==> config.mk <==
export PLATFORM = sky130hd
export DESIGN_NAME = autorange_freq_meter_filter_flat
export DESIGN_NICKNAME = d
export VERILOG_FILES = /design/src/sv/afm_pkg.sv /design/src/sv/afm_in_if.sv /design/src/sv/afm_out_if.sv /design/src/sv/autorange_freq_meter_filter.sv /design/src/sv/afm_apb_regs.sv /design/src/sv/afm_divider.sv /design/src/sv/afm_core.sv /design/src/flat_wrapper.sv
export VERILOG_INCLUDE_DIRS = /design/src /design/src/sv
export SDC_FILE = /design/constraint.sdc
export NUM_CORES = 1
export LEC_CHECK = 0
export BUFFER_PORTS_ARGS = -buffer_cell sky130_fd_sc_hd__buf_4
export CAP_MARGIN = 20
export CORE_MARGIN = 4
export CORE_UTILIZATION = 45
export DETAILED_ROUTE_END_ITERATION = 12
export SETUP_SLACK_MARGIN = 0.1
export SLEW_MARGIN = 15
export SYNTH_ARGS = -nofsm -noshare
export SYNTH_HDL_FRONTEND = slang
export SYNTH_HIERARCHICAL = 1
export SYNTH_SLANG_ARGS = --single-unit
==> constraint.sdc <==
create_clock -name clk_i -period 16.6 [get_ports clk_i]
set_clock_uncertainty 0.15 [all_clocks]
set_input_delay 0.83 -clock clk_i [delete_from_list [all_inputs] [get_ports clk_i]]
set_output_delay 0.83 -clock clk_i [all_outputs]
set_load 0.01 [all_outputs]
==> src/sv/autorange_freq_meter_filter_assert.svh <==
// Assertion macros shared by the autorange frequency meter filter RTL
`ifndef AUTORANGE_FREQ_METER_FILTER_ASSERT_SVH
`define AUTORANGE_FREQ_METER_FILTER_ASSERT_SVH

`ifndef ASSERT_OFF
// Clocked check, disabled while reset is asserted
`define AFM_ASSERT(lbl, clk, rstn, prop) \
  lbl: assert property (@(posedge clk) disable iff (!rstn) prop) \
    else $error("assertion failed");
// Clocked check that also holds during reset
`define AFM_ASSERT_ALWAYS(lbl, clk, prop) \
  lbl: assert property (@(posedge clk) prop) else $error("assertion failed");
`else
`define AFM_ASSERT(lbl, clk, rstn, prop)
`define AFM_ASSERT_ALWAYS(lbl, clk, prop)
`endif

`endif

==> src/sv/afm_pkg.sv <==
// Shared constants and types of the autorange frequency meter filter
`timescale 1ns / 1ps
`default_nettype none

package afm_pkg;

  localparam int COUNT_WIDTH = 32;
  localparam int FRAC_BITS   = 8;

  localparam int FIELD_W = 32;
  localparam int FREQ_W  = 44;
  localparam int THR_W   = 16;
  localparam int REF_W   = 27;
  localparam int NUM_W   = REF_W + FRAC_BITS;
  localparam int SCALE_W = FREQ_W + 4;
  localparam int DCNT_W  = $clog2(NUM_W + 1);

  localparam int PADDR_W = 3;
  localparam int PDATA_W = 32;

  localparam logic [0:0] REG_THR = 1'b0;
  localparam logic [0:0] REG_REF = 1'b1;

  localparam logic [THR_W-1:0] THR_RST = 16'd1000;
  localparam logic [REF_W-1:0] REF_RST = 27'd100000000;

  typedef struct packed {
    logic [THR_W-1:0] low_count_threshold;
    logic [REF_W-1:0] ref_clock_hz;
  } cfg_t;

  typedef struct packed {
    logic busy;
    logic done;
  } div_stat_t;

endpackage

`default_nettype wire

==> src/sv/afm_in_if.sv <==
// Request channel of the autorange frequency meter filter
`timescale 1ns / 1ps
`default_nettype none

interface afm_in_if;
  import afm_pkg::*;

  logic               valid;
  logic               ready;
  logic               req_type;
  logic               freq_ready;
  logic               period_ready;
  logic [FIELD_W-1:0] gate_count;
  logic [FIELD_W-1:0] period_count;

  modport source (
    output valid, req_type, freq_ready, period_ready, gate_count, period_count,
    input  ready
  );

  modport sink (
    input  valid, req_type, freq_ready, period_ready, gate_count, period_count,
    output ready
  );
endinterface

`default_nettype wire

==> src/sv/afm_out_if.sv <==
// Result channel of the autorange frequency meter filter
`timescale 1ns / 1ps
`default_nettype none

interface afm_out_if;
  import afm_pkg::*;

  logic              valid;
  logic              ready;
  logic [FREQ_W-1:0] freq_value;
  logic              freq_valid;
  logic              period_mode;

  modport source (
    output valid, freq_value, freq_valid, period_mode,
    input  ready
  );

  modport sink (
    input  valid, freq_value, freq_valid, period_mode,
    output ready
  );
endinterface

`default_nettype wire

==> src/sv/autorange_freq_meter_filter.sv <==
// Top level of the autorange frequency meter filter
//
//  channel | direction | handshake          | payload
//  in_ch   | in        | valid / ready      | req_type, freq_ready, period_ready,
//          |           |                    | gate_count, period_count
//  out_ch  | out       | valid / ready      | freq_value, freq_valid, period_mode
//  apb     | in        | psel, penable      | paddr, pwrite, pwdata, prdata
//
// A clear request goes straight to the result; ignored flags or a bare switch to period
// mode add no candidate. A gate reading or a zero period count is scaled and checked for
// tolerance; a period reading first runs the restoring divider (one quotient bit per
// cycle over 27 + FRAC_BITS bits). in_ch.ready is high only between requests; the result
// register takes a finished result while out_ch stalls, and the next one holds the
// sequencer until it is free. Reset is asynchronous, active low, no clearing pass.
`timescale 1ns / 1ps
`default_nettype none

`include "autorange_freq_meter_filter_assert.svh"

module autorange_freq_meter_filter (
  input  logic                        clk_i,
  input  logic                        rst_ni,
  afm_in_if.sink                      in_ch,
  afm_out_if.source                   out_ch,
  input  logic                        psel,
  input  logic                        penable,
  input  logic                        pwrite,
  input  logic [afm_pkg::PADDR_W-1:0] paddr,
  input  logic [afm_pkg::PDATA_W-1:0] pwdata,
  output logic [afm_pkg::PDATA_W-1:0] prdata,
  output logic                        pready
);
  import afm_pkg::*;

  cfg_t cfg;

  afm_apb_regs u_regs (
    .clk_i   (clk_i),
    .rst_ni  (rst_ni),
    .psel    (psel),
    .penable (penable),
    .pwrite  (pwrite),
    .paddr   (paddr),
    .pwdata  (pwdata),
    .prdata  (prdata),
    .pready  (pready),
    .cfg_o   (cfg)
  );

  afm_core u_core (
    .clk_i  (clk_i),
    .rst_ni (rst_ni),
    .cfg_i  (cfg),
    .in_ch  (in_ch),
    .out_ch (out_ch)
  );

  `AFM_ASSERT(a_busy_after_req, clk_i, rst_ni, in_ch.valid && in_ch.ready |=> !in_ch.ready)
  `AFM_ASSERT(a_invalid_is_zero, clk_i, rst_ni, out_ch.valid && !out_ch.freq_valid |-> out_ch.freq_value == '0)
  `AFM_ASSERT_ALWAYS(a_no_result_in_reset, clk_i, !rst_ni |-> !out_ch.valid)

endmodule

`default_nettype wire

==> src/sv/afm_apb_regs.sv <==
// APB configuration registers: low count threshold and reference clock
`timescale 1ns / 1ps
`default_nettype none

module afm_apb_regs (
  input  logic                         clk_i,
  input  logic                         rst_ni,
  input  logic                         psel,
  input  logic                         penable,
  input  logic                         pwrite,
  input  logic [afm_pkg::PADDR_W-1:0]  paddr,
  input  logic [afm_pkg::PDATA_W-1:0]  pwdata,
  output logic [afm_pkg::PDATA_W-1:0]  prdata,
  output logic                         pready,
  output afm_pkg::cfg_t                cfg_o
);
  import afm_pkg::*;

  logic [THR_W-1:0] thr_q;
  logic [REF_W-1:0] ref_q;
  logic             wr_en;
  logic [0:0]       reg_idx;

  assign pready  = 1'b1;
  assign wr_en   = psel & penable & pwrite;
  assign reg_idx = paddr[2];

  always_ff @(posedge clk_i or negedge rst_ni) begin
    if (!rst_ni) begin
      thr_q <= THR_RST;
      ref_q <= REF_RST;
    end else if (wr_en) begin
      case (reg_idx)
        REG_THR: thr_q <= pwdata[THR_W-1:0];
        REG_REF: ref_q <= pwdata[REF_W-1:0];
        default: ;
      endcase
    end
  end

  always_comb begin
    case (reg_idx)
      REG_THR: prdata = PDATA_W'(thr_q);
      REG_REF: prdata = PDATA_W'(ref_q);
      default: prdata = '0;
    endcase
  end

  assign cfg_o.low_count_threshold = thr_q;
  assign cfg_o.ref_clock_hz        = ref_q;

endmodule

`default_nettype wire

==> src/sv/afm_divider.sv <==
// Restoring shift-subtract divider, one quotient bit per cycle
`timescale 1ns / 1ps
`default_nettype none

module afm_divider (
  input  logic                            clk_i,
  input  logic                            rst_ni,
  input  logic                            start_i,
  input  logic [afm_pkg::NUM_W-1:0]       num_i,
  input  logic [afm_pkg::COUNT_WIDTH-1:0] den_i,
  output afm_pkg::div_stat_t              stat_o,
  output logic [afm_pkg::NUM_W-1:0]       quot_o
);
  import afm_pkg::*;

  logic                   busy_q;
  logic                   done_q;
  logic [DCNT_W-1:0]      cnt_q;
  logic [NUM_W-1:0]       num_q;
  logic [COUNT_WIDTH-1:0] rem_q;
  logic [COUNT_WIDTH-1:0] den_q;
  logic [COUNT_WIDTH:0]   rem_sh;
  logic [COUNT_WIDTH+1:0] diff;
  logic                   ge;

  assign rem_sh = {rem_q, num_q[NUM_W-1]};
  assign diff   = {1'b0, rem_sh} - {2'b00, den_q};
  assign ge     = ~diff[COUNT_WIDTH+1];

  always_ff @(posedge clk_i or negedge rst_ni) begin
    if (!rst_ni) begin
      busy_q <= 1'b0;
      done_q <= 1'b0;
      cnt_q  <= '0;
      num_q  <= '0;
      rem_q  <= '0;
      den_q  <= '0;
    end else begin
      done_q <= 1'b0;
      if (start_i) begin
        busy_q <= 1'b1;
        cnt_q  <= DCNT_W'(NUM_W);
        num_q  <= num_i;
        rem_q  <= '0;
        den_q  <= den_i;
      end else if (busy_q) begin
        // shift the quotient bit in where the dividend bit leaves
        num_q <= {num_q[NUM_W-2:0], ge};
        rem_q <= ge ? diff[COUNT_WIDTH-1:0] : rem_sh[COUNT_WIDTH-1:0];
        cnt_q <= cnt_q - DCNT_W'(1);
        if (cnt_q == DCNT_W'(1)) begin
          busy_q <= 1'b0;
          done_q <= 1'b1;
        end
      end
    end
  end

  assign stat_o.busy = busy_q;
  assign stat_o.done = done_q;
  assign quot_o      = num_q;

endmodule

`default_nettype wire

==> src/sv/afm_core.sv <==
// Sequencer: mode switching, candidate forming, tolerance check, result register
`timescale 1ns / 1ps
`default_nettype none

module afm_core (
  input  logic          clk_i,
  input  logic          rst_ni,
  input  afm_pkg::cfg_t cfg_i,
  afm_in_if.sink        in_ch,
  afm_out_if.source     out_ch
);
  import afm_pkg::*;

  typedef enum logic [2:0] {
    S_IDLE,
    S_GATE,
    S_PSTEP,
    S_DIV,
    S_SCALE,
    S_CHK_LO,
    S_CHK_HI,
    S_DONE
  } state_e;

  state_e                 state_q;
  logic                   f_rdy_q;
  logic                   p_rdy_q;
  logic [COUNT_WIDTH-1:0] gate_q;
  logic [COUNT_WIDTH-1:0] period_q;
  logic                   use_period_q;
  logic [FREQ_W-1:0]      prev_q;
  logic [FREQ_W-1:0]      held_q;
  logic                   held_valid_q;
  logic [FREQ_W-1:0]      cand_q;
  logic [SCALE_W-1:0]     scaled_q;
  logic                   lo_fail_q;
  logic                   phase_q;
  logic                   div_start_q;
  logic                   out_valid_q;
  logic [FREQ_W-1:0]      out_freq_q;
  logic                   out_fvalid_q;
  logic                   out_mode_q;

  logic [COUNT_WIDTH+3:0] gate10;
  logic [63:0]            gate_wide;
  logic [FREQ_W-1:0]      gate_cand;
  logic [SCALE_W-1:0]     prev9;
  logic [SCALE_W-1:0]     prev11;
  logic                   hi_fail;
  div_stat_t              div_stat;
  logic [NUM_W-1:0]       div_quot;
  logic                   out_take;

  assign gate10    = (COUNT_WIDTH+4)'({gate_q, 3'b000}) + (COUNT_WIDTH+4)'({gate_q, 1'b0});
  assign gate_wide = 64'(gate10) << FRAC_BITS;
  assign gate_cand = (|gate_wide[63:FREQ_W]) ? '1 : gate_wide[FREQ_W-1:0];

  assign prev9   = SCALE_W'({prev_q, 3'b000}) + SCALE_W'(prev_q);
  assign prev11  = prev9 + SCALE_W'({prev_q, 1'b0});
  assign hi_fail = scaled_q > prev11;

  assign out_take = out_valid_q & out_ch.ready;

  afm_divider u_div (
    .clk_i   (clk_i),
    .rst_ni  (rst_ni),
    .start_i (div_start_q),
    .num_i   (NUM_W'(cfg_i.ref_clock_hz) << FRAC_BITS),
    .den_i   (period_q),
    .stat_o  (div_stat),
    .quot_o  (div_quot)
  );

  always_ff @(posedge clk_i or negedge rst_ni) begin
    if (!rst_ni) begin
      state_q      <= S_IDLE;
      f_rdy_q      <= 1'b0;
      p_rdy_q      <= 1'b0;
      gate_q       <= '0;
      period_q     <= '0;
      use_period_q <= 1'b0;
      prev_q       <= '0;
      held_q       <= '0;
      held_valid_q <= 1'b0;
      cand_q       <= '0;
      scaled_q     <= '0;
      lo_fail_q    <= 1'b0;
      phase_q      <= 1'b0;
      div_start_q  <= 1'b0;
      out_valid_q  <= 1'b0;
      out_freq_q   <= '0;
      out_fvalid_q <= 1'b0;
      out_mode_q   <= 1'b0;
    end else begin
      div_start_q <= 1'b0;
      if (out_take) begin
        out_valid_q <= 1'b0;
      end
      case (state_q)
        S_IDLE: begin
          if (in_ch.valid) begin
            f_rdy_q  <= in_ch.freq_ready;
            p_rdy_q  <= in_ch.period_ready;
            gate_q   <= in_ch.gate_count[COUNT_WIDTH-1:0];
            period_q <= in_ch.period_count[COUNT_WIDTH-1:0];
            if (in_ch.req_type) begin
              // clear request: drop the held value, keep mode and history
              held_q       <= '0;
              held_valid_q <= 1'b0;
              state_q      <= S_DONE;
            end else begin
              state_q <= S_GATE;
            end
          end
        end
        S_GATE: begin
          state_q <= S_PSTEP;
          if (f_rdy_q && !use_period_q) begin
            if (gate_q < COUNT_WIDTH'(cfg_i.low_count_threshold)) begin
              use_period_q <= 1'b1;
            end else begin
              cand_q  <= gate_cand;
              phase_q <= 1'b0;
              state_q <= S_SCALE;
            end
          end
        end
        S_PSTEP: begin
          if (p_rdy_q && use_period_q) begin
            use_period_q <= 1'b0;
            phase_q      <= 1'b1;
            if (period_q == '0) begin
              cand_q  <= '0;
              state_q <= S_SCALE;
            end else begin
              div_start_q <= 1'b1;
              state_q     <= S_DIV;
            end
          end else begin
            state_q <= S_DONE;
          end
        end
        S_DIV: begin
          if (div_stat.done) begin
            cand_q  <= FREQ_W'(div_quot);
            state_q <= S_SCALE;
          end
        end
        S_SCALE: begin
          scaled_q <= SCALE_W'({cand_q, 3'b000}) + SCALE_W'({cand_q, 1'b0});
          state_q  <= S_CHK_LO;
        end
        S_CHK_LO: begin
          lo_fail_q <= scaled_q < prev9;
          state_q   <= S_CHK_HI;
        end
        S_CHK_HI: begin
          if (lo_fail_q || hi_fail) begin
            held_q       <= '0;
            held_valid_q <= 1'b0;
          end else begin
            held_q       <= cand_q;
            held_valid_q <= 1'b1;
          end
          prev_q  <= cand_q;
          state_q <= phase_q ? S_DONE : S_PSTEP;
        end
        S_DONE: begin
          // hold until the result register is free
          if (!out_valid_q || out_ch.ready) begin
            out_valid_q  <= 1'b1;
            out_freq_q   <= held_q;
            out_fvalid_q <= held_valid_q;
            out_mode_q   <= use_period_q;
            state_q      <= S_IDLE;
          end
        end
        default: state_q <= S_IDLE;
      endcase
    end
  end

  assign in_ch.ready        = (state_q == S_IDLE);
  assign out_ch.valid       = out_valid_q;
  assign out_ch.freq_value  = out_freq_q;
  assign out_ch.freq_valid  = out_fvalid_q;
  assign out_ch.period_mode = out_mode_q;

endmodule

`default_nettype wire
==> src/flat_wrapper.sv <==
// flat-port wrapper written by rule: the top's interface ports become plain ports
module autorange_freq_meter_filter_flat import afm_pkg::*;
  (clk_i, rst_ni, psel, penable, pwrite, paddr, pwdata, prdata, pready, in_ch_valid, in_ch_req_type, in_ch_freq_ready, in_ch_period_ready, in_ch_gate_count, in_ch_period_count, in_ch_ready, out_ch_valid, out_ch_freq_value, out_ch_freq_valid, out_ch_period_mode, out_ch_ready);
  afm_in_if in_ch_i ();
  afm_out_if out_ch_i ();
  input  logic clk_i;
  input  logic rst_ni;
  input  logic psel;
  input  logic penable;
  input  logic pwrite;
  input  logic [afm_pkg::PADDR_W-1:0] paddr;
  input  logic [afm_pkg::PDATA_W-1:0] pwdata;
  output logic [afm_pkg::PDATA_W-1:0] prdata;
  output logic pready;
  input wire logic [$bits(in_ch_i.valid)-1:0] in_ch_valid;
  input wire logic [$bits(in_ch_i.req_type)-1:0] in_ch_req_type;
  input wire logic [$bits(in_ch_i.freq_ready)-1:0] in_ch_freq_ready;
  input wire logic [$bits(in_ch_i.period_ready)-1:0] in_ch_period_ready;
  input wire logic [$bits(in_ch_i.gate_count)-1:0] in_ch_gate_count;
  input wire logic [$bits(in_ch_i.period_count)-1:0] in_ch_period_count;
  output wire logic [$bits(in_ch_i.ready)-1:0] in_ch_ready;
  output wire logic [$bits(out_ch_i.valid)-1:0] out_ch_valid;
  output wire logic [$bits(out_ch_i.freq_value)-1:0] out_ch_freq_value;
  output wire logic [$bits(out_ch_i.freq_valid)-1:0] out_ch_freq_valid;
  output wire logic [$bits(out_ch_i.period_mode)-1:0] out_ch_period_mode;
  input wire logic [$bits(out_ch_i.ready)-1:0] out_ch_ready;
  assign in_ch_i.valid = in_ch_valid;
  assign in_ch_i.req_type = in_ch_req_type;
  assign in_ch_i.freq_ready = in_ch_freq_ready;
  assign in_ch_i.period_ready = in_ch_period_ready;
  assign in_ch_i.gate_count = in_ch_gate_count;
  assign in_ch_i.period_count = in_ch_period_count;
  assign in_ch_ready = in_ch_i.ready;
  assign out_ch_valid = out_ch_i.valid;
  assign out_ch_freq_value = out_ch_i.freq_value;
  assign out_ch_freq_valid = out_ch_i.freq_valid;
  assign out_ch_period_mode = out_ch_i.period_mode;
  assign out_ch_i.ready = out_ch_ready;
  autorange_freq_meter_filter u_core (.clk_i(clk_i), .rst_ni(rst_ni), .in_ch(in_ch_i), .out_ch(out_ch_i), .psel(psel), .penable(penable), .pwrite(pwrite), .paddr(paddr), .pwdata(pwdata), .prdata(prdata), .pready(pready));
endmodule
Yosys cells after proc, flatten, opt, wreduce, memory -nomap -nowiden. Cells that the tools add are included.

Register bits: 451. Input bits: 109.

Add/subtract/negate cells: 6. $lt $le $gt $ge: 3. Eq/ne operators: 17. Muxes and demuxes: 52. Bitwise logic cells: 5. Reductions and logical operators: 21.

Operator list (count): $mux W44 (8); $pmux W44 S3 (1); $mux W32 (3); $pmux W44 S2 (1); $mux W35 (2); $pmux W32 S2 (1); $add A47 B44 Y48 (1); $add A47 B45 Y48 (1); $add A48 B45 Y48 (1); $gt A48 B48 Y1 (1); $lt A48 B48 Y1 (1); $add A35 B33 Y36 (1); $sub A33 B32 Y34 (1); $logic_not A32 Y1 (1); $lt A32 B16 Y1 (1); $mux W3 (9); $pmux W3 S8 (1); $mux W1 (21); $ne A2 B2 Y1 const B (8); $eq A3 B3 Y1 const B (4); $mux W6 (2); $reduce_and A2 Y1 (4); $reduce_and A4 Y1 (2); $eq A3 B2 Y1 const B (2); other kinds (15) (26).

Depth between registers and ports, before layout.
Depth after elaboration: 6. Gate-level depth with buffers: 35. Gate-level depth less buffers: 33.

By module. Netlist, hierarchy kept.

By module, submodules not included: afm_core (instances 1, cells an instance 2406, area each 22569.1 µm²); afm_divider (instances 1, cells an instance 734, area each 6506.2 µm²); afm_apb_regs (instances 1, cells an instance 129, area each 2058.2 µm²).

Least setup slack after synthesis. No wires, ideal clock.

Kind: reg2reg. Start: register u_core.u_core.prev_q[0]. End: register u_core.u_core.held_q[10]. Setup time: 0.121 ns. Arrival time: 5.877 ns. Data required time: 16.329 ns. Setup slack: 10.452 ns. Stages on the path, launching flop included: 32. Path buffers: 2. Period minus slack after synthesis: 6.148 ns. Cells stage by stage: dfrtp_1 -> ha_1 -> inv_1 -> fa_1 -> nand2b_1 -> a21oi_1 -> o21ai_0 -> nor2b_1 -> nand3b_1 -> o221a_2 -> o21bai_1 -> a21oi_1 -> xnor2_1 -> ha_1 -> a21o_1 -> a21o_1 -> a21oi_1 -> o21ai_0 -> a211oi_2 -> o31ai_1 -> a211o_1 -> a21o_1 -> a31oi_1 -> xor2_1 -> ha_1 -> nand4_1 -> nor4_1 -> o31ai_1 -> a22o_1 -> buf_2 -> buf_2 -> a22o_1.

Word-level cells in the longest chain between the ends: 6.

Ends and longest elaborated chain: from (decl) (line afm_core.sv:31) `logic [FREQ_W-1:0] prev_q;`; from (signal assigned) (line afm_core.sv:165) `prev_q <= cand_q;`; $add A47 B44 Y48 (line afm_core.sv:58) `assign prev9 = SCALE_W'({prev_q, 3'b000}) + SCALE_W'(prev_q);`; $add A48 B45 Y48 (*) (line afm_core.sv:59) `assign prev11 = prev9 + SCALE_W'({prev_q, 1'b0});`; $gt A48 B48 Y1 (*) (line afm_core.sv:60) `assign hi_fail = scaled_q > prev11;`; $logic_or A1 B1 Y1 (*) (line afm_core.sv:158) `if (lo_fail_q || hi_fail) begin`; $mux W44 (*) (line afm_core.sv:158); $pmux W44 S2 (*) (line afm_core.sv:99) `case (state_q)`; to (signal assigned) (line afm_core.sv:162) `held_q <= cand_q;`; to (decl) (line afm_core.sv:32) `logic [FREQ_W-1:0] held_q;`.

Every way passes the cells marked *; elsewhere a longest branch is shown, timed or not. A chain may end at the register's enable or synchronous reset.

Worst setup path in the final report.
Start: register u_core.u_core.prev_q[0]. End: register u_core.u_core.held_q[28].

The elaborated chain is that of the path after synthesis.

==> results.txt <==
The run finished with clean final reports. The count of routing violations after the opening detailed-route iteration is 1,797. The tree is rooted in a sky130_fd_sc_hd__clkbuf_16. The worst hold path belongs to the class in2async. The largest net degree at the start of global routing is 129. The most frequent cell on the critical path is sky130_fd_sc_hd__a21oi_1. Routability-driven placement finished with a final weighted congestion of between 0.9 and 1. The die outline height is 271 µm.

Yosys printed 6 warnings. Of the cells placed in the final design, the portion with a size suffix greater than 1 is 0.166. The antenna diode instance count came out at 0.

The number of max-cap violations is 0. The number of endpoints failing setup at the final stage is 0. Setup repair after global routing left no endpoint under its margin. The wire length per cell after detailed routing is 19.2 µm. The die covers 0.0734 mm². The required time at the endpoint of the critical path is 16.92 ns. In this run the cell area measured after placement is 0.0332 mm². The total routed wirelength is roughly 84,000 µm. The global-route wire length before repair came out at around 140,000 µm.

The final count of pins violating max slew is 0. Dividing the final minimum period by the clock period gives 0.476. The layout overhead on the synthesized area is 12.9%. The clock period could shrink to between 7 and 8 ns.

The TritonCTS clock tree is yes. The final count of hold timing violations is 0. The critical path is of the reg2reg type. The transition at the pin with the smallest max-transition slack came out at 1.12 ns. The number of buffers inserted by hold repair at cts came out at 0. The upper clock frequency limit is around 130 MHz. Along the worst path, the maximum fanout reaches 33. The maximum buffer depth of the clock tree came out at 3. The number of global-route vias before repair came out at 25,100. The cell count after synthesis is 3,268. The design area is 0.0351 mm². The master of the slowest instance on the critical path is sky130_fd_sc_hd__nor4_1. The placeable core area came out at 0.0686 mm². The layout has 6,303 filler cells. The worst register-to-register path has a setup slack of just under 9 ns. The total number of vias is roughly 25,000.

The count of port buffers added during placement came out at between 150 and 200. The critical path contains buffers and inverters numbering 2 combined. The final global-route overflow total came out at 0.

The critical register-to-register path endpoint is u_core/u_core/held_q[28]. Adding up every negative setup slack in the final design gives 0 ns. The share of the core filled with cells in the final layout came out at 0.512. The effective utilization at floorplan came out at 0.454. The die extent in x is 271 µm. The HPWL reported at the end of detailed placement is 63,700 µm. The worst register-to-register path begins at u_core/u_core/prev_q[0]. The remaining number of nets flagged by the antenna check after routing came out at 0.

The top cell family by delay on the critical path is compound AO/OA/AOI/OAI gates. The number of cells on the worst reg-to-reg path is 30. The floorplan has 96 rows. The net count of the finished layout is 3,802.

The number of non-filler instances in the completed layout came out at 4,355. The CTS H-tree depth came out at 2. The detailed-route DRC error count is 0. The worst setup path is captured at a register. The post-CTS resize count is 0. 190 I/O pins were placed. The worst setup path is launched from a register. CTS saw 450 sinks. The area of the mapped netlist came out at 0.0311 mm².

The iteration count of the initial detailed-routing pass is 5. The post-CTS clock slew at the launch and capture registers of the worst setup and hold paths is 0.06 ns. Clock tree synthesis inserted a total of 51 buffers. The number of vias per cell is 5.74. The number of buffers added for setup after CTS is 0. For this run, the total global-route usage over all layers was measured as 0.223.

The post-synthesis average cell area came out at 9.52 µm². The number of placed instances, taps included came out at 4,260. The data arrival time of the critical path came out at ~8.2 ns. The insertion delay of the later-clocked pin in the worst-skew pair is ~0.6 ns. The initial antenna violation count is 3. The peak per-stage delay on the critical path is between 0.6 and 0.7 ns. The worst max-slew margin expressed relative to the limit came out at 0.255.
cells in the final DEF, fill, tap and decap left out, types with 42 or more instances in the layout:
master,instances
sky130_fd_sc_hd__a211oi_1,42
sky130_fd_sc_hd__mux2i_1,53
sky130_fd_sc_hd__a22o_1,45
sky130_fd_sc_hd__nand3_1,60
sky130_fd_sc_hd__xnor2_1,93
sky130_fd_sc_hd__a21oi_1,260
sky130_fd_sc_hd__nor2b_1,47
sky130_fd_sc_hd__nand4_1,45
sky130_fd_sc_hd__xor2_1,79
sky130_fd_sc_hd__o21ai_0,247
sky130_fd_sc_hd__nor2_1,195
sky130_fd_sc_hd__clkbuf_16,52
sky130_fd_sc_hd__buf_4,190
sky130_fd_sc_hd__ha_1,303
sky130_fd_sc_hd__a21o_1,107
sky130_fd_sc_hd__nand2_1,251
sky130_fd_sc_hd__dfrtp_1,430
sky130_fd_sc_hd__mux2_2,182
sky130_fd_sc_hd__inv_1,156
layer usage:
metal  routed length (µm)  up-vias  track usage  part of all wire
met2                37800      602        0.361              0.45
li1                     -    12200            -                 -
met3                 3860      113       0.0268             0.046
met5                   20        -            0           0.00024
met1                40100    12100        0.321              0.48
met4                 1940        2       0.0552             0.023
per-stage QoR:
stage          setup slack [ns]  hold slack, ns
3_3_place_gp               8.47           0.306
5_1_grt                    8.39           0.224
4_1_cts                    8.36           0.205
2_1_floorplan             10.45           0.294
6_report                   8.70           0.164
3_5_place_dp               8.42           0.322
flip-flops by register name (all words and copies together), names as in the netlist, 3 cells and up:
signal                           cells
u_core/u_core/scaled_q              47
u_core/u_core/cand_q                44
u_core/u_core/held_q                44
u_core/u_core/out_ch.freq_value     44
u_core/u_core/prev_q                44
u_core/u_core/u_div/quot_o          35
u_core/u_core/gate_q                32
u_core/u_core/period_q              32
u_core/u_core/u_div/den_q           32
u_core/u_core/u_div/rem_q           32
u_core/u_regs/ref_q                 27
u_core/u_regs/thr_q                 16
u_core/u_core/u_div/cnt_q            6
u_core/u_core/state_q                3
how the worst max path moves through the flow:
stage | cells after the start | from | end | slack, ns
floorplan | 31 | u_core/u_core/prev_q[0] | u_core/u_core/held_q[10] | 10.45
global placement | 29 | u_core/u_core/prev_q[0] | u_core/u_core/held_q[41] | 8.47
detailed placement | 27 | u_core/u_core/prev_q[0] | u_core/u_core/held_q[42] | 8.42
CTS | 27 | u_core/u_core/prev_q[0] | u_core/u_core/held_q[41] | 8.36
global route | 34 | u_core/u_core/prev_q[0] | u_core/u_core/held_q[25] | 8.39
finish | 30 | u_core/u_core/prev_q[0] | u_core/u_core/held_q[28] | 8.70
area by class of cell:
type | count | area [µm²] | share of cell area
multi-input combinational | 2532 | 18700 | 0.532
sequential | 450 | 11300 | 0.321
timing repair buffer | 193 | 1470 | 0.0419
clock buffer | 63 | 1390 | 0.0396
tap | 931 | 1160 | 0.0332
inverter | 156 | 586 | 0.0167
clock inverter | 30 | 527 | 0.0150
Power is left out: the tool's default activity adds up to more than one toggle a clock period on the data nets, which glitch-free logic cannot reach.
